<file path="config.mk">
export PLATFORM = sky130hd
export DESIGN_NAME = disk_offset_to_skewed_sector
export DESIGN_NICKNAME = d
export VERILOG_FILES = /design/src/sv/doss_pkg.sv /design/src/sv/doss_div.sv /design/src/sv/doss_table.sv /design/src/sv/disk_offset_to_skewed_sector.sv
export SDC_FILE = /design/constraint.sdc
export NUM_CORES = 1
export LEC_CHECK = 0
export BUFFER_PORTS_ARGS = -buffer_cell sky130_fd_sc_hd__clkbuf_2
export CORE_MARGIN = 4
export CORE_UTILIZATION = 45
export CTS_CLUSTER_SIZE = 8
export DETAILED_ROUTE_END_ITERATION = 10
export REMOVE_ABC_BUFFERS = 1
export SLEW_MARGIN = 10
export SYNTH_ARGS = -nofsm -noshare
export SYNTH_HDL_FRONTEND = slang
export SYNTH_HIERARCHICAL = 1
export SYNTH_SLANG_ARGS = --single-unit
</file>
<file path="constraint.sdc">
create_clock -name clk -period 15.7 [get_ports clk]
set_clock_uncertainty 0.1 [all_clocks]
set_input_delay 3.14 -clock clk [delete_from_list [all_inputs] [get_ports clk]]
set_output_delay 3.14 -clock clk [all_outputs]
set_load 0.01 [all_outputs]
</file>
<file path="src/sv/doss_pkg.sv">
// Shared types and constants for the disk offset to skewed sector translator.
// Used by the divider pipeline, the skew table, the top level and the checker.
package doss_pkg;

  // Field widths of the beats
  localparam int REMAIN_W    = 16;
  localparam int TRACK_W     = 17;
  localparam int SECTOR_W    = 8;
  localparam int INSEC_W     = 10;
  localparam int CHUNK_W     = 11;
  localparam int M_TDATA_W   = 48;

  // Configuration port
  localparam int CFG_ADDR_W  = 3;
  localparam int CFG_DATA_W  = 24;
  localparam int SPT_W       = 7;
  localparam int SLOG_W      = 4;
  localparam int SKEW_W      = 6;
  localparam int AREA_W      = 24;

  localparam logic [CFG_ADDR_W-1:0] REG_SECTORS  = CFG_ADDR_W'(0);
  localparam logic [CFG_ADDR_W-1:0] REG_SIZE_LOG = CFG_ADDR_W'(1);
  localparam logic [CFG_ADDR_W-1:0] REG_SKEW     = CFG_ADDR_W'(2);
  localparam logic [CFG_ADDR_W-1:0] REG_FIRST_ID = CFG_ADDR_W'(3);
  localparam logic [CFG_ADDR_W-1:0] REG_AREA     = CFG_ADDR_W'(4);

  // Register values after reset
  localparam logic [SPT_W-1:0]    RST_SECTORS  = SPT_W'(26);
  localparam logic [SLOG_W-1:0]   RST_SIZE_LOG = SLOG_W'(7);
  localparam logic [SKEW_W-1:0]   RST_SKEW     = SKEW_W'(0);
  localparam logic [SECTOR_W-1:0] RST_FIRST_ID = SECTOR_W'(1);
  localparam logic [AREA_W-1:0]   RST_AREA     = AREA_W'(0);

  // Legal sector size range, as log2 of bytes
  localparam logic [SLOG_W-1:0] SIZE_LOG_MIN = SLOG_W'(7);
  localparam logic [SLOG_W-1:0] SIZE_LOG_MAX = SLOG_W'(10);

  // Quotient bits resolved per divider stage
  localparam int DIV_BITS_PER_STAGE = 4;

  // Per-item fields that ride along the divider
  typedef struct packed {
    logic                 beyond_end;
    logic [INSEC_W-1:0]   byte_in_sector;
    logic [CHUNK_W-1:0]   chunk_length;
  } doss_side_t;

  // Skew table build sequencer
  typedef enum logic [1:0] {
    BLD_START,
    BLD_REDUCE,
    BLD_FILL,
    BLD_IDLE
  } doss_build_t;

endpackage

</file>
<file path="src/sv/doss_div.sv">
// Pipelined restoring divider: sector number by sectors per track.
// Resolves DIV_BITS_PER_STAGE quotient bits per stage; depends on doss_pkg.
module doss_div import doss_pkg::*; #(
  parameter int OFFSET_BITS = 24,
  parameter int MAX_SECTORS = 64,
  localparam int NW  = $clog2(MAX_SECTORS + 1),
  localparam int QW  = OFFSET_BITS - 7,
  localparam int NST = (QW + DIV_BITS_PER_STAGE - 1) / DIV_BITS_PER_STAGE,
  localparam int PW  = NST * DIV_BITS_PER_STAGE
) (
  input  logic               clk,
  input  logic               rst,
  input  logic               in_valid,
  output logic               in_ready,
  input  logic [QW-1:0]      in_dividend,
  input  doss_side_t         in_side,
  input  logic [NW-1:0]      n_eff,
  output logic               out_valid,
  input  logic               out_ready,
  output logic [TRACK_W-1:0] out_quot,
  output logic [NW-1:0]      out_rem,
  output doss_side_t         out_side
);

  logic          st_vld  [NST];
  logic [NW-1:0] st_rem  [NST];
  logic [PW-1:0] st_work [NST];
  doss_side_t    st_side [NST];
  logic          st_rdy  [NST+1];

  assign st_rdy[NST] = out_ready;

  for (genvar s = 0; s < NST; s++) begin : g_stage
    logic          src_vld;
    logic [NW-1:0] src_rem;
    logic [PW-1:0] src_work;
    doss_side_t    src_side;
    logic [NW-1:0] nx_rem;
    logic [PW-1:0] nx_work;
    logic [NW:0]   part;

    // Stage source: the input port or the previous stage
    if (s == 0) begin : g_first
      assign src_vld  = in_valid;
      assign src_rem  = '0;
      assign src_work = PW'(in_dividend);
      assign src_side = in_side;
    end else begin : g_later
      assign src_vld  = st_vld[s-1];
      assign src_rem  = st_rem[s-1];
      assign src_work = st_work[s-1];
      assign src_side = st_side[s-1];
    end

    // Shift-subtract steps; dividend bits leave the top, quotient bits enter the bottom
    always_comb begin
      nx_rem  = src_rem;
      nx_work = src_work;
      part    = '0;
      for (int b = 0; b < DIV_BITS_PER_STAGE; b++) begin
        part    = {nx_rem, nx_work[PW-1]};
        nx_work = {nx_work[PW-2:0], 1'b0};
        if (part >= {1'b0, n_eff}) begin
          part       = part - {1'b0, n_eff};
          nx_work[0] = 1'b1;
        end
        nx_rem = part[NW-1:0];
      end
    end

    // Stage moves when empty or when the next one moves
    assign st_rdy[s] = !st_vld[s] || st_rdy[s+1];

    always_ff @(posedge clk) begin
      if (rst) begin
        st_vld[s] <= 1'b0;
      end else if (st_rdy[s]) begin
        st_vld[s] <= src_vld;
      end
    end

    always_ff @(posedge clk) begin
      if (st_rdy[s]) begin
        st_rem[s]  <= nx_rem;
        st_work[s] <= nx_work;
        st_side[s] <= src_side;
      end
    end
  end

  assign in_ready  = st_rdy[0];
  assign out_valid = st_vld[NST-1];
  assign out_quot  = TRACK_W'(st_work[NST-1]);
  assign out_rem   = st_rem[NST-1];
  assign out_side  = st_side[NST-1];

endmodule

</file>
<file path="src/sv/doss_table.sv">
// Skew table: build sequencer and table memory with a registered read port.
// Step-and-skip-occupied fill, or identity when the step is zero; uses doss_pkg.
module doss_table import doss_pkg::*; #(
  parameter int MAX_SECTORS = 64,
  localparam int NW = $clog2(MAX_SECTORS + 1),
  localparam int IW = (MAX_SECTORS > 1) ? $clog2(MAX_SECTORS) : 1
) (
  input  logic              clk,
  input  logic              rst,
  input  logic              rebuild,
  input  logic [NW-1:0]     n_eff,
  input  logic [SKEW_W-1:0] skew_step,
  output logic              busy,
  input  logic              rd_en,
  input  logic [IW-1:0]     rd_addr,
  output logic [IW-1:0]     rd_data
);

  localparam int AW = ((NW > SKEW_W) ? NW : SKEW_W) + 1;

  doss_build_t            state, state_next;
  logic [NW-1:0]          idx, idx_next;
  logic [IW-1:0]          pos, pos_next;
  logic [SKEW_W-1:0]      stepr, stepr_next;
  logic [MAX_SECTORS-1:0] taken;
  logic                   taken_set;
  logic                   we;
  logic [IW-1:0]          wdata;
  logic [IW-1:0]          mem [MAX_SECTORS];

  logic [AW-1:0] n_ext, pos_inc, pos_hop;
  logic          fill_done;

  assign n_ext     = AW'(n_eff);
  assign pos_inc   = AW'(pos) + AW'(1);
  assign pos_hop   = AW'(pos) + AW'(stepr);
  assign fill_done = (idx == n_eff);
  assign busy      = (state != BLD_IDLE);

  // Next state
  always_comb begin
    state_next = state;
    unique case (state)
      BLD_START:  state_next = BLD_REDUCE;
      BLD_REDUCE: if (AW'(stepr) < n_ext) state_next = BLD_FILL;
      BLD_FILL:   if (fill_done) state_next = BLD_IDLE;
      BLD_IDLE:   state_next = BLD_IDLE;
      default:    state_next = BLD_START;
    endcase
    if (rebuild) state_next = BLD_START;
  end

  // Sequencer datapath and table writes
  always_comb begin
    idx_next   = idx;
    pos_next   = pos;
    stepr_next = stepr;
    taken_set  = 1'b0;
    we         = 1'b0;
    wdata      = pos;
    unique case (state)
      BLD_START: begin
        idx_next   = '0;
        pos_next   = '0;
        stepr_next = skew_step;
      end
      BLD_REDUCE: begin
        // step modulo sector count, one subtraction a cycle
        if (AW'(stepr) >= n_ext) stepr_next = SKEW_W'(AW'(stepr) - n_ext);
      end
      BLD_FILL: begin
        if (!fill_done) begin
          if (skew_step == '0) begin
            we       = 1'b1;
            wdata    = IW'(idx);
            idx_next = idx + NW'(1);
          end else if (taken[pos]) begin
            pos_next = (pos_inc == n_ext) ? '0 : IW'(pos_inc);
          end else begin
            we        = 1'b1;
            wdata     = pos;
            taken_set = 1'b1;
            idx_next  = idx + NW'(1);
            pos_next  = (pos_hop >= n_ext) ? IW'(pos_hop - n_ext) : IW'(pos_hop);
          end
        end
      end
      BLD_IDLE: ;
      default: ;
    endcase
  end

  always_ff @(posedge clk) begin
    if (rst) begin
      state <= BLD_START;
      idx   <= '0;
      pos   <= '0;
      stepr <= '0;
    end else begin
      state <= state_next;
      idx   <= idx_next;
      pos   <= pos_next;
      stepr <= stepr_next;
    end
  end

  // Occupied places of the current build
  always_ff @(posedge clk) begin
    if (rst || state == BLD_START) begin
      taken <= '0;
    end else if (taken_set) begin
      taken[pos] <= 1'b1;
    end
  end

  // Table memory
  always_ff @(posedge clk) begin
    if (we) mem[idx[IW-1:0]] <= wdata;
    if (rd_en) rd_data <= mem[rd_addr];
  end

endmodule

</file>
<file path="src/sv/disk_offset_to_skewed_sector.sv">
// Disk offset to skewed sector translator, top level.
// Registered path: front stage, divider pipeline (4 quotient bits a stage), table, output.
// Throughput: one beat per cycle unless back-pressure or a table build stalls the input.
// Reset is synchronous; it and any write of sectors_per_track or skew_step start a
// table build that holds s_tready low until the table is complete.
// Instantiates doss_div and doss_table; uses doss_pkg.
module disk_offset_to_skewed_sector import doss_pkg::*; #(
  parameter int OFFSET_BITS = 24,
  parameter int MAX_SECTORS = 64,
  localparam int S_TDATA_W = ((OFFSET_BITS + REMAIN_W + 7) / 8) * 8
) (
  input  logic                  clk,
  input  logic                  rst,
  input  logic                  s_tvalid,
  output logic                  s_tready,
  // byte_offset[OFFSET_BITS], remaining_length[16], zero pad
  input  logic [S_TDATA_W-1:0]  s_tdata,
  output logic                  m_tvalid,
  input  logic                  m_tready,
  // track_index[17], sector_id[8], byte_in_sector[10], chunk_length[11], beyond_end[1], pad
  output logic [M_TDATA_W-1:0]  m_tdata,
  input  logic                  cfg_we,
  input  logic [CFG_ADDR_W-1:0] cfg_addr,
  input  logic [CFG_DATA_W-1:0] cfg_wdata
);

  localparam int NW = $clog2(MAX_SECTORS + 1);
  localparam int IW = (MAX_SECTORS > 1) ? $clog2(MAX_SECTORS) : 1;
  localparam int QW = OFFSET_BITS - 7;
  localparam int CW = (OFFSET_BITS > AREA_W) ? OFFSET_BITS : AREA_W;

  // Configuration registers
  logic [SPT_W-1:0]    sectors_per_track;
  logic [SLOG_W-1:0]   sector_size_log2;
  logic [SKEW_W-1:0]   skew_step;
  logic [SECTOR_W-1:0] first_sector_id;
  logic [AREA_W-1:0]   area_bytes;
  logic                rebuild;

  always_ff @(posedge clk) begin
    if (rst) begin
      sectors_per_track <= RST_SECTORS;
      sector_size_log2  <= RST_SIZE_LOG;
      skew_step         <= RST_SKEW;
      first_sector_id   <= RST_FIRST_ID;
      area_bytes        <= RST_AREA;
    end else if (cfg_we) begin
      unique case (cfg_addr)
        REG_SECTORS:  sectors_per_track <= cfg_wdata[SPT_W-1:0];
        REG_SIZE_LOG: sector_size_log2  <= cfg_wdata[SLOG_W-1:0];
        REG_SKEW:     skew_step         <= cfg_wdata[SKEW_W-1:0];
        REG_FIRST_ID: first_sector_id   <= cfg_wdata[SECTOR_W-1:0];
        REG_AREA:     area_bytes        <= cfg_wdata[AREA_W-1:0];
        default: ;
      endcase
    end
  end

  assign rebuild = cfg_we && (cfg_addr == REG_SECTORS || cfg_addr == REG_SKEW);

  // Clamped geometry
  logic [NW-1:0]     n_eff;
  logic [SLOG_W-1:0] lg_eff;

  always_comb begin
    if (sectors_per_track == '0) n_eff = NW'(1);
    else if (32'(sectors_per_track) > MAX_SECTORS) n_eff = NW'(MAX_SECTORS);
    else n_eff = NW'(sectors_per_track);
  end

  always_comb begin
    if (sector_size_log2 < SIZE_LOG_MIN) lg_eff = SIZE_LOG_MIN;
    else if (sector_size_log2 > SIZE_LOG_MAX) lg_eff = SIZE_LOG_MAX;
    else lg_eff = sector_size_log2;
  end

  // Front stage: end check, split into sector number and byte in sector, chunk
  logic [OFFSET_BITS-1:0] offset;
  logic [REMAIN_W-1:0]    remaining;
  logic [CHUNK_W-1:0]     sec_size, room, chunk;
  logic [INSEC_W-1:0]     insec;
  logic                   beyond;
  doss_side_t             side;

  assign offset    = s_tdata[OFFSET_BITS-1:0];
  assign remaining = s_tdata[OFFSET_BITS+REMAIN_W-1:OFFSET_BITS];
  assign sec_size  = CHUNK_W'(1) << lg_eff;
  assign insec     = offset[INSEC_W-1:0] & INSEC_W'(sec_size - CHUNK_W'(1));
  assign room      = sec_size - CHUNK_W'(insec);
  assign chunk     = (REMAIN_W'(room) > remaining) ? CHUNK_W'(remaining) : room;
  assign beyond    = CW'(offset) >= CW'(area_bytes);

  always_comb begin
    side                = '0;
    side.beyond_end     = beyond;
    if (!beyond) begin
      side.byte_in_sector = insec;
      side.chunk_length   = chunk;
    end
  end

  logic          f_vld, f_rdy;
  logic [QW-1:0] f_dividend;
  doss_side_t    f_side;
  logic          div_in_rdy;
  logic          busy;

  assign f_rdy    = !f_vld || div_in_rdy;
  assign s_tready = f_rdy && !busy;

  always_ff @(posedge clk) begin
    if (rst) begin
      f_vld <= 1'b0;
    end else if (f_rdy) begin
      f_vld <= s_tvalid && !busy;
    end
  end

  always_ff @(posedge clk) begin
    if (f_rdy) begin
      f_dividend <= QW'(offset >> lg_eff);
      f_side     <= side;
    end
  end

  // Track and logical sector
  logic               div_vld;
  logic [TRACK_W-1:0] div_quot;
  logic [NW-1:0]      div_rem;
  doss_side_t         div_side;
  logic               t_vld, t_rdy;

  doss_div #(
    .OFFSET_BITS (OFFSET_BITS),
    .MAX_SECTORS (MAX_SECTORS)
  ) u_div (
    .clk         (clk),
    .rst         (rst),
    .in_valid    (f_vld),
    .in_ready    (div_in_rdy),
    .in_dividend (f_dividend),
    .in_side     (f_side),
    .n_eff       (n_eff),
    .out_valid   (div_vld),
    .out_ready   (t_rdy),
    .out_quot    (div_quot),
    .out_rem     (div_rem),
    .out_side    (div_side)
  );

  // Table stage: skew lookup with registered read
  logic [IW-1:0]      skew_entry;
  logic [TRACK_W-1:0] t_track;
  doss_side_t         t_side;
  logic               o_vld, o_rdy;

  doss_table #(
    .MAX_SECTORS (MAX_SECTORS)
  ) u_table (
    .clk       (clk),
    .rst       (rst),
    .rebuild   (rebuild),
    .n_eff     (n_eff),
    .skew_step (skew_step),
    .busy      (busy),
    .rd_en     (t_rdy),
    .rd_addr   (IW'(div_rem)),
    .rd_data   (skew_entry)
  );

  assign t_rdy = !t_vld || o_rdy;

  always_ff @(posedge clk) begin
    if (rst) begin
      t_vld <= 1'b0;
    end else if (t_rdy) begin
      t_vld <= div_vld;
    end
  end

  always_ff @(posedge clk) begin
    if (t_rdy) begin
      t_track <= div_quot;
      t_side  <= div_side;
    end
  end

  // Output register
  logic [SECTOR_W-1:0]  sector;
  logic [TRACK_W-1:0]   track;
  logic [M_TDATA_W-1:0] out_data;

  assign o_rdy  = !o_vld || m_tready;
  assign sector = t_side.beyond_end ? '0 : first_sector_id + SECTOR_W'(skew_entry);
  assign track  = t_side.beyond_end ? '0 : t_track;

  always_ff @(posedge clk) begin
    if (rst) begin
      o_vld <= 1'b0;
    end else if (o_rdy) begin
      o_vld <= t_vld;
    end
  end

  always_ff @(posedge clk) begin
    if (o_rdy) begin
      out_data <= {1'b0, t_side.beyond_end, t_side.chunk_length,
                   t_side.byte_in_sector, sector, track};
    end
  end

  assign m_tvalid = o_vld;
  assign m_tdata  = out_data;

endmodule

</file>
==> impl_metrics.toml <==
[floorplan]
chipWidth_um = 314.2
coreArea_um2 = 93190
initial_core_util_pct = 45.28
die_area_um2 = 98740
io_pins = 122
die_height_um = 314.2
placementRows = 112

[pwr]
ir_drop_v = 0.0003752
leakage_nw = 18.29
power_density_nw_per_um2 = 237.6
total_power_mw = 11.38

[timing]
maxSlewViolCount = 0
fin_tns_setup_ns = 0
maxSlewHeadroom_pct = 23.28
setup_viol = 0
finalWorstPathRequiredPeriod_ns = 10.85
setup_slack_ns = 4.846
finalCritPeriodShare_pct = 69.13
worstMarginPinSlew_ns = 1.139
max_freq_mhz = 92.14
hold_viol = 0
rsz0062_at_grt = "false"
hold_slack_ns = 0.3041

[global_routing]
grt_max_degree = 77
track_usage_pct = 20.47
antenna_found_initial = 2
grt_pass1_vias = 26644
grt_pass1_wl_mm = 155.9
overflow = 0

[worst_setup_path]
critical-path-slowest-cell = "nor4_1"
crit_path_end_kind = "register"
path_common_cell = "ha_1"
cpPeakStageDelay_ns = 0.76
critPathLaunchType = "register"
crit_arrival_ns = 11.18
required_ns = 16.03
worst-path-max-fanout = 19
worstSetupPathType = "register to register"

[clock_tree]
cts-resized-gates = 0
postCtsHoldBufs = 0
root_buffer = "clkbuf_16"
ctsHtreeMaxLevel = 4
numClockSinks = 886
worstSkewPairLatency_ns = 0.72
numCtsBuffers = 130
post_cts_buffers = 0
cts_buffer_depth = 3
clk_pin_slew_ns = 0.05
cts_tree = "done"

[routing]
avgViaCountPerCell = 5.702
vias = 26096
drt-total-wl_mm = 101.0
drt-pass1-iter-count = 6
remaining_drc_errors = 0
wl_per_cell_um = 22.07
ant_nets = 0
drt_iter0_drc = 2258

[synthesis]
syn_inst = 3099
avgSynthCellArea_um2 = 13.62
syn_area_um2 = 42200
yosys_warnings = 6

[status]
run_status = "finished, final reports clean"

[placed_design]
dp_cells = 4393
pre_cts_ws_ns = 4.962
place.gp.congestion = 0.8640
dp_hpwl_mm = 67.72
port_buffers = 120

[run]
max_cap_violations = 0

[final_layout]
layout.nets = 3563
final_cells = 4577
syn2layout_area_growth_pct = 13.45
fill_cells = 7795
layout-drive-gt1-share_pct = 16.40
diodes = 0

[min_path]
min_path_type = "register to register"
-- stage by stage --
stage               cell area, µm²  utilization (%)
floorplan                    41670                -
global placement             44170            47.39
detailed placement           44170            47.39
CTS                          47870            51.37
global route                 47880            51.37
finish                       47880            51.37
-- cell usage in the layout (no fill, tap or decap), drive strengths merged, types with 8 or more instances in the layout --
| cell type | n |
|---|---|
| and3 | 16 |
| and2 | 8 |
| xnor2 | 71 |
| ha | 199 |
| mux4 | 142 |
| clkbuf | 285 |
| nor2 | 271 |
| fa | 21 |
| nand4 | 20 |
| edfxtp | 749 |
| o21a | 29 |
| a41oi | 10 |
| nor3b | 13 |
| o31a | 9 |
| mux2 | 41 |
| a221o | 17 |
| a211o | 14 |
| nor3 | 37 |
| mux2i | 55 |
| o211ai | 9 |
| dfxtp | 137 |
| nand3 | 44 |
| a21boi | 10 |
| a211oi | 33 |
| inv | 154 |
| nand2b | 35 |
| o21bai | 12 |
| nor2b | 81 |
| nand2 | 213 |
| nand3b | 10 |
| a31oi | 14 |
| xor2 | 43 |
| a21o | 45 |
| a21oi | 140 |
| a22o | 10 |
| or3 | 10 |
| clkinv | 10 |
| buf | 38 |
| o21ai | 153 |
-- flip-flops by register name, indices dropped and copies added, names as in the netlist, 22 cells and up --
name and count:
u_table/mem 384, u_div/st_side 110, u_div/st_work 85, u_table/taken 64, m_tdata 47, u_div/st_rem 34
area_bytes 24, f_side 22, t_side 22
-- routing by layer --
layer | wire length [µm] | share of wire [%] | GRT usage, %
met4 | 1997 | 2.0 | 5.866
met1 | 46270 | 46 | 29.53
met5 | 0 | 0 | 0
met2 | 46850 | 46 | 32.09
met3 | 5888 | 5.8 | 3.588
-- critical path: cells and delay by family (launching register included) --
| kind | cells | cell delay (ns) |
|---|---|---|
| AO/OA/AOI/OAI | 13 | 4.13 |
| adder cells (fa/ha/maj) | 4 | 1.39 |
| buffers and inverters | 3 | 0.58 |
| flip-flops | 1 | 0.70 |
| multiplexers | 2 | 0.64 |
| AND/OR/NAND/NOR | 9 | 3.01 |
-- final cells by class --
class / instances / area [µm²] / area share (%)
well taps: 1254 / 1569 / 3.277
flip-flops and latches: 886 / 25230 / 52.71
multi-input cells: 1949 / 15940 / 33.30
clock inverters: 18 / 292.8 / 0.6115
repair buffers: 157 / 878.3 / 1.835
inverters: 147 / 551.8 / 1.153
clock buffers: 166 / 3408 / 7.119
-- path summary, 6_finish.rpt --
kind | startpoint | endpoint | slack, ns | cells past startpoint
worst min register to register | t_side[10]$_DFFE_PP_ | m_tdata[45]$_DFFE_PP_ | 0.30 | 0
worst max register to register | sectors_per_track[6]$_SDFFE_PP0P_ | u_div/st_rem[0][22]$_DFFE_PP_ | 4.85 | 31
worst min-delay path | t_side[10]$_DFFE_PP_ | m_tdata[45]$_DFFE_PP_ | 0.30 | 0
worst max-delay path | sectors_per_track[6]$_SDFFE_PP0P_ | u_div/st_rem[0][22]$_DFFE_PP_ | 4.85 | 31
-- power breakdown --
part           switching, mW  internal, mW
combinational           3.19          2.60
clock                  0.993          1.53
sequential             0.105          2.96
(Power assumes the default switching activity.)
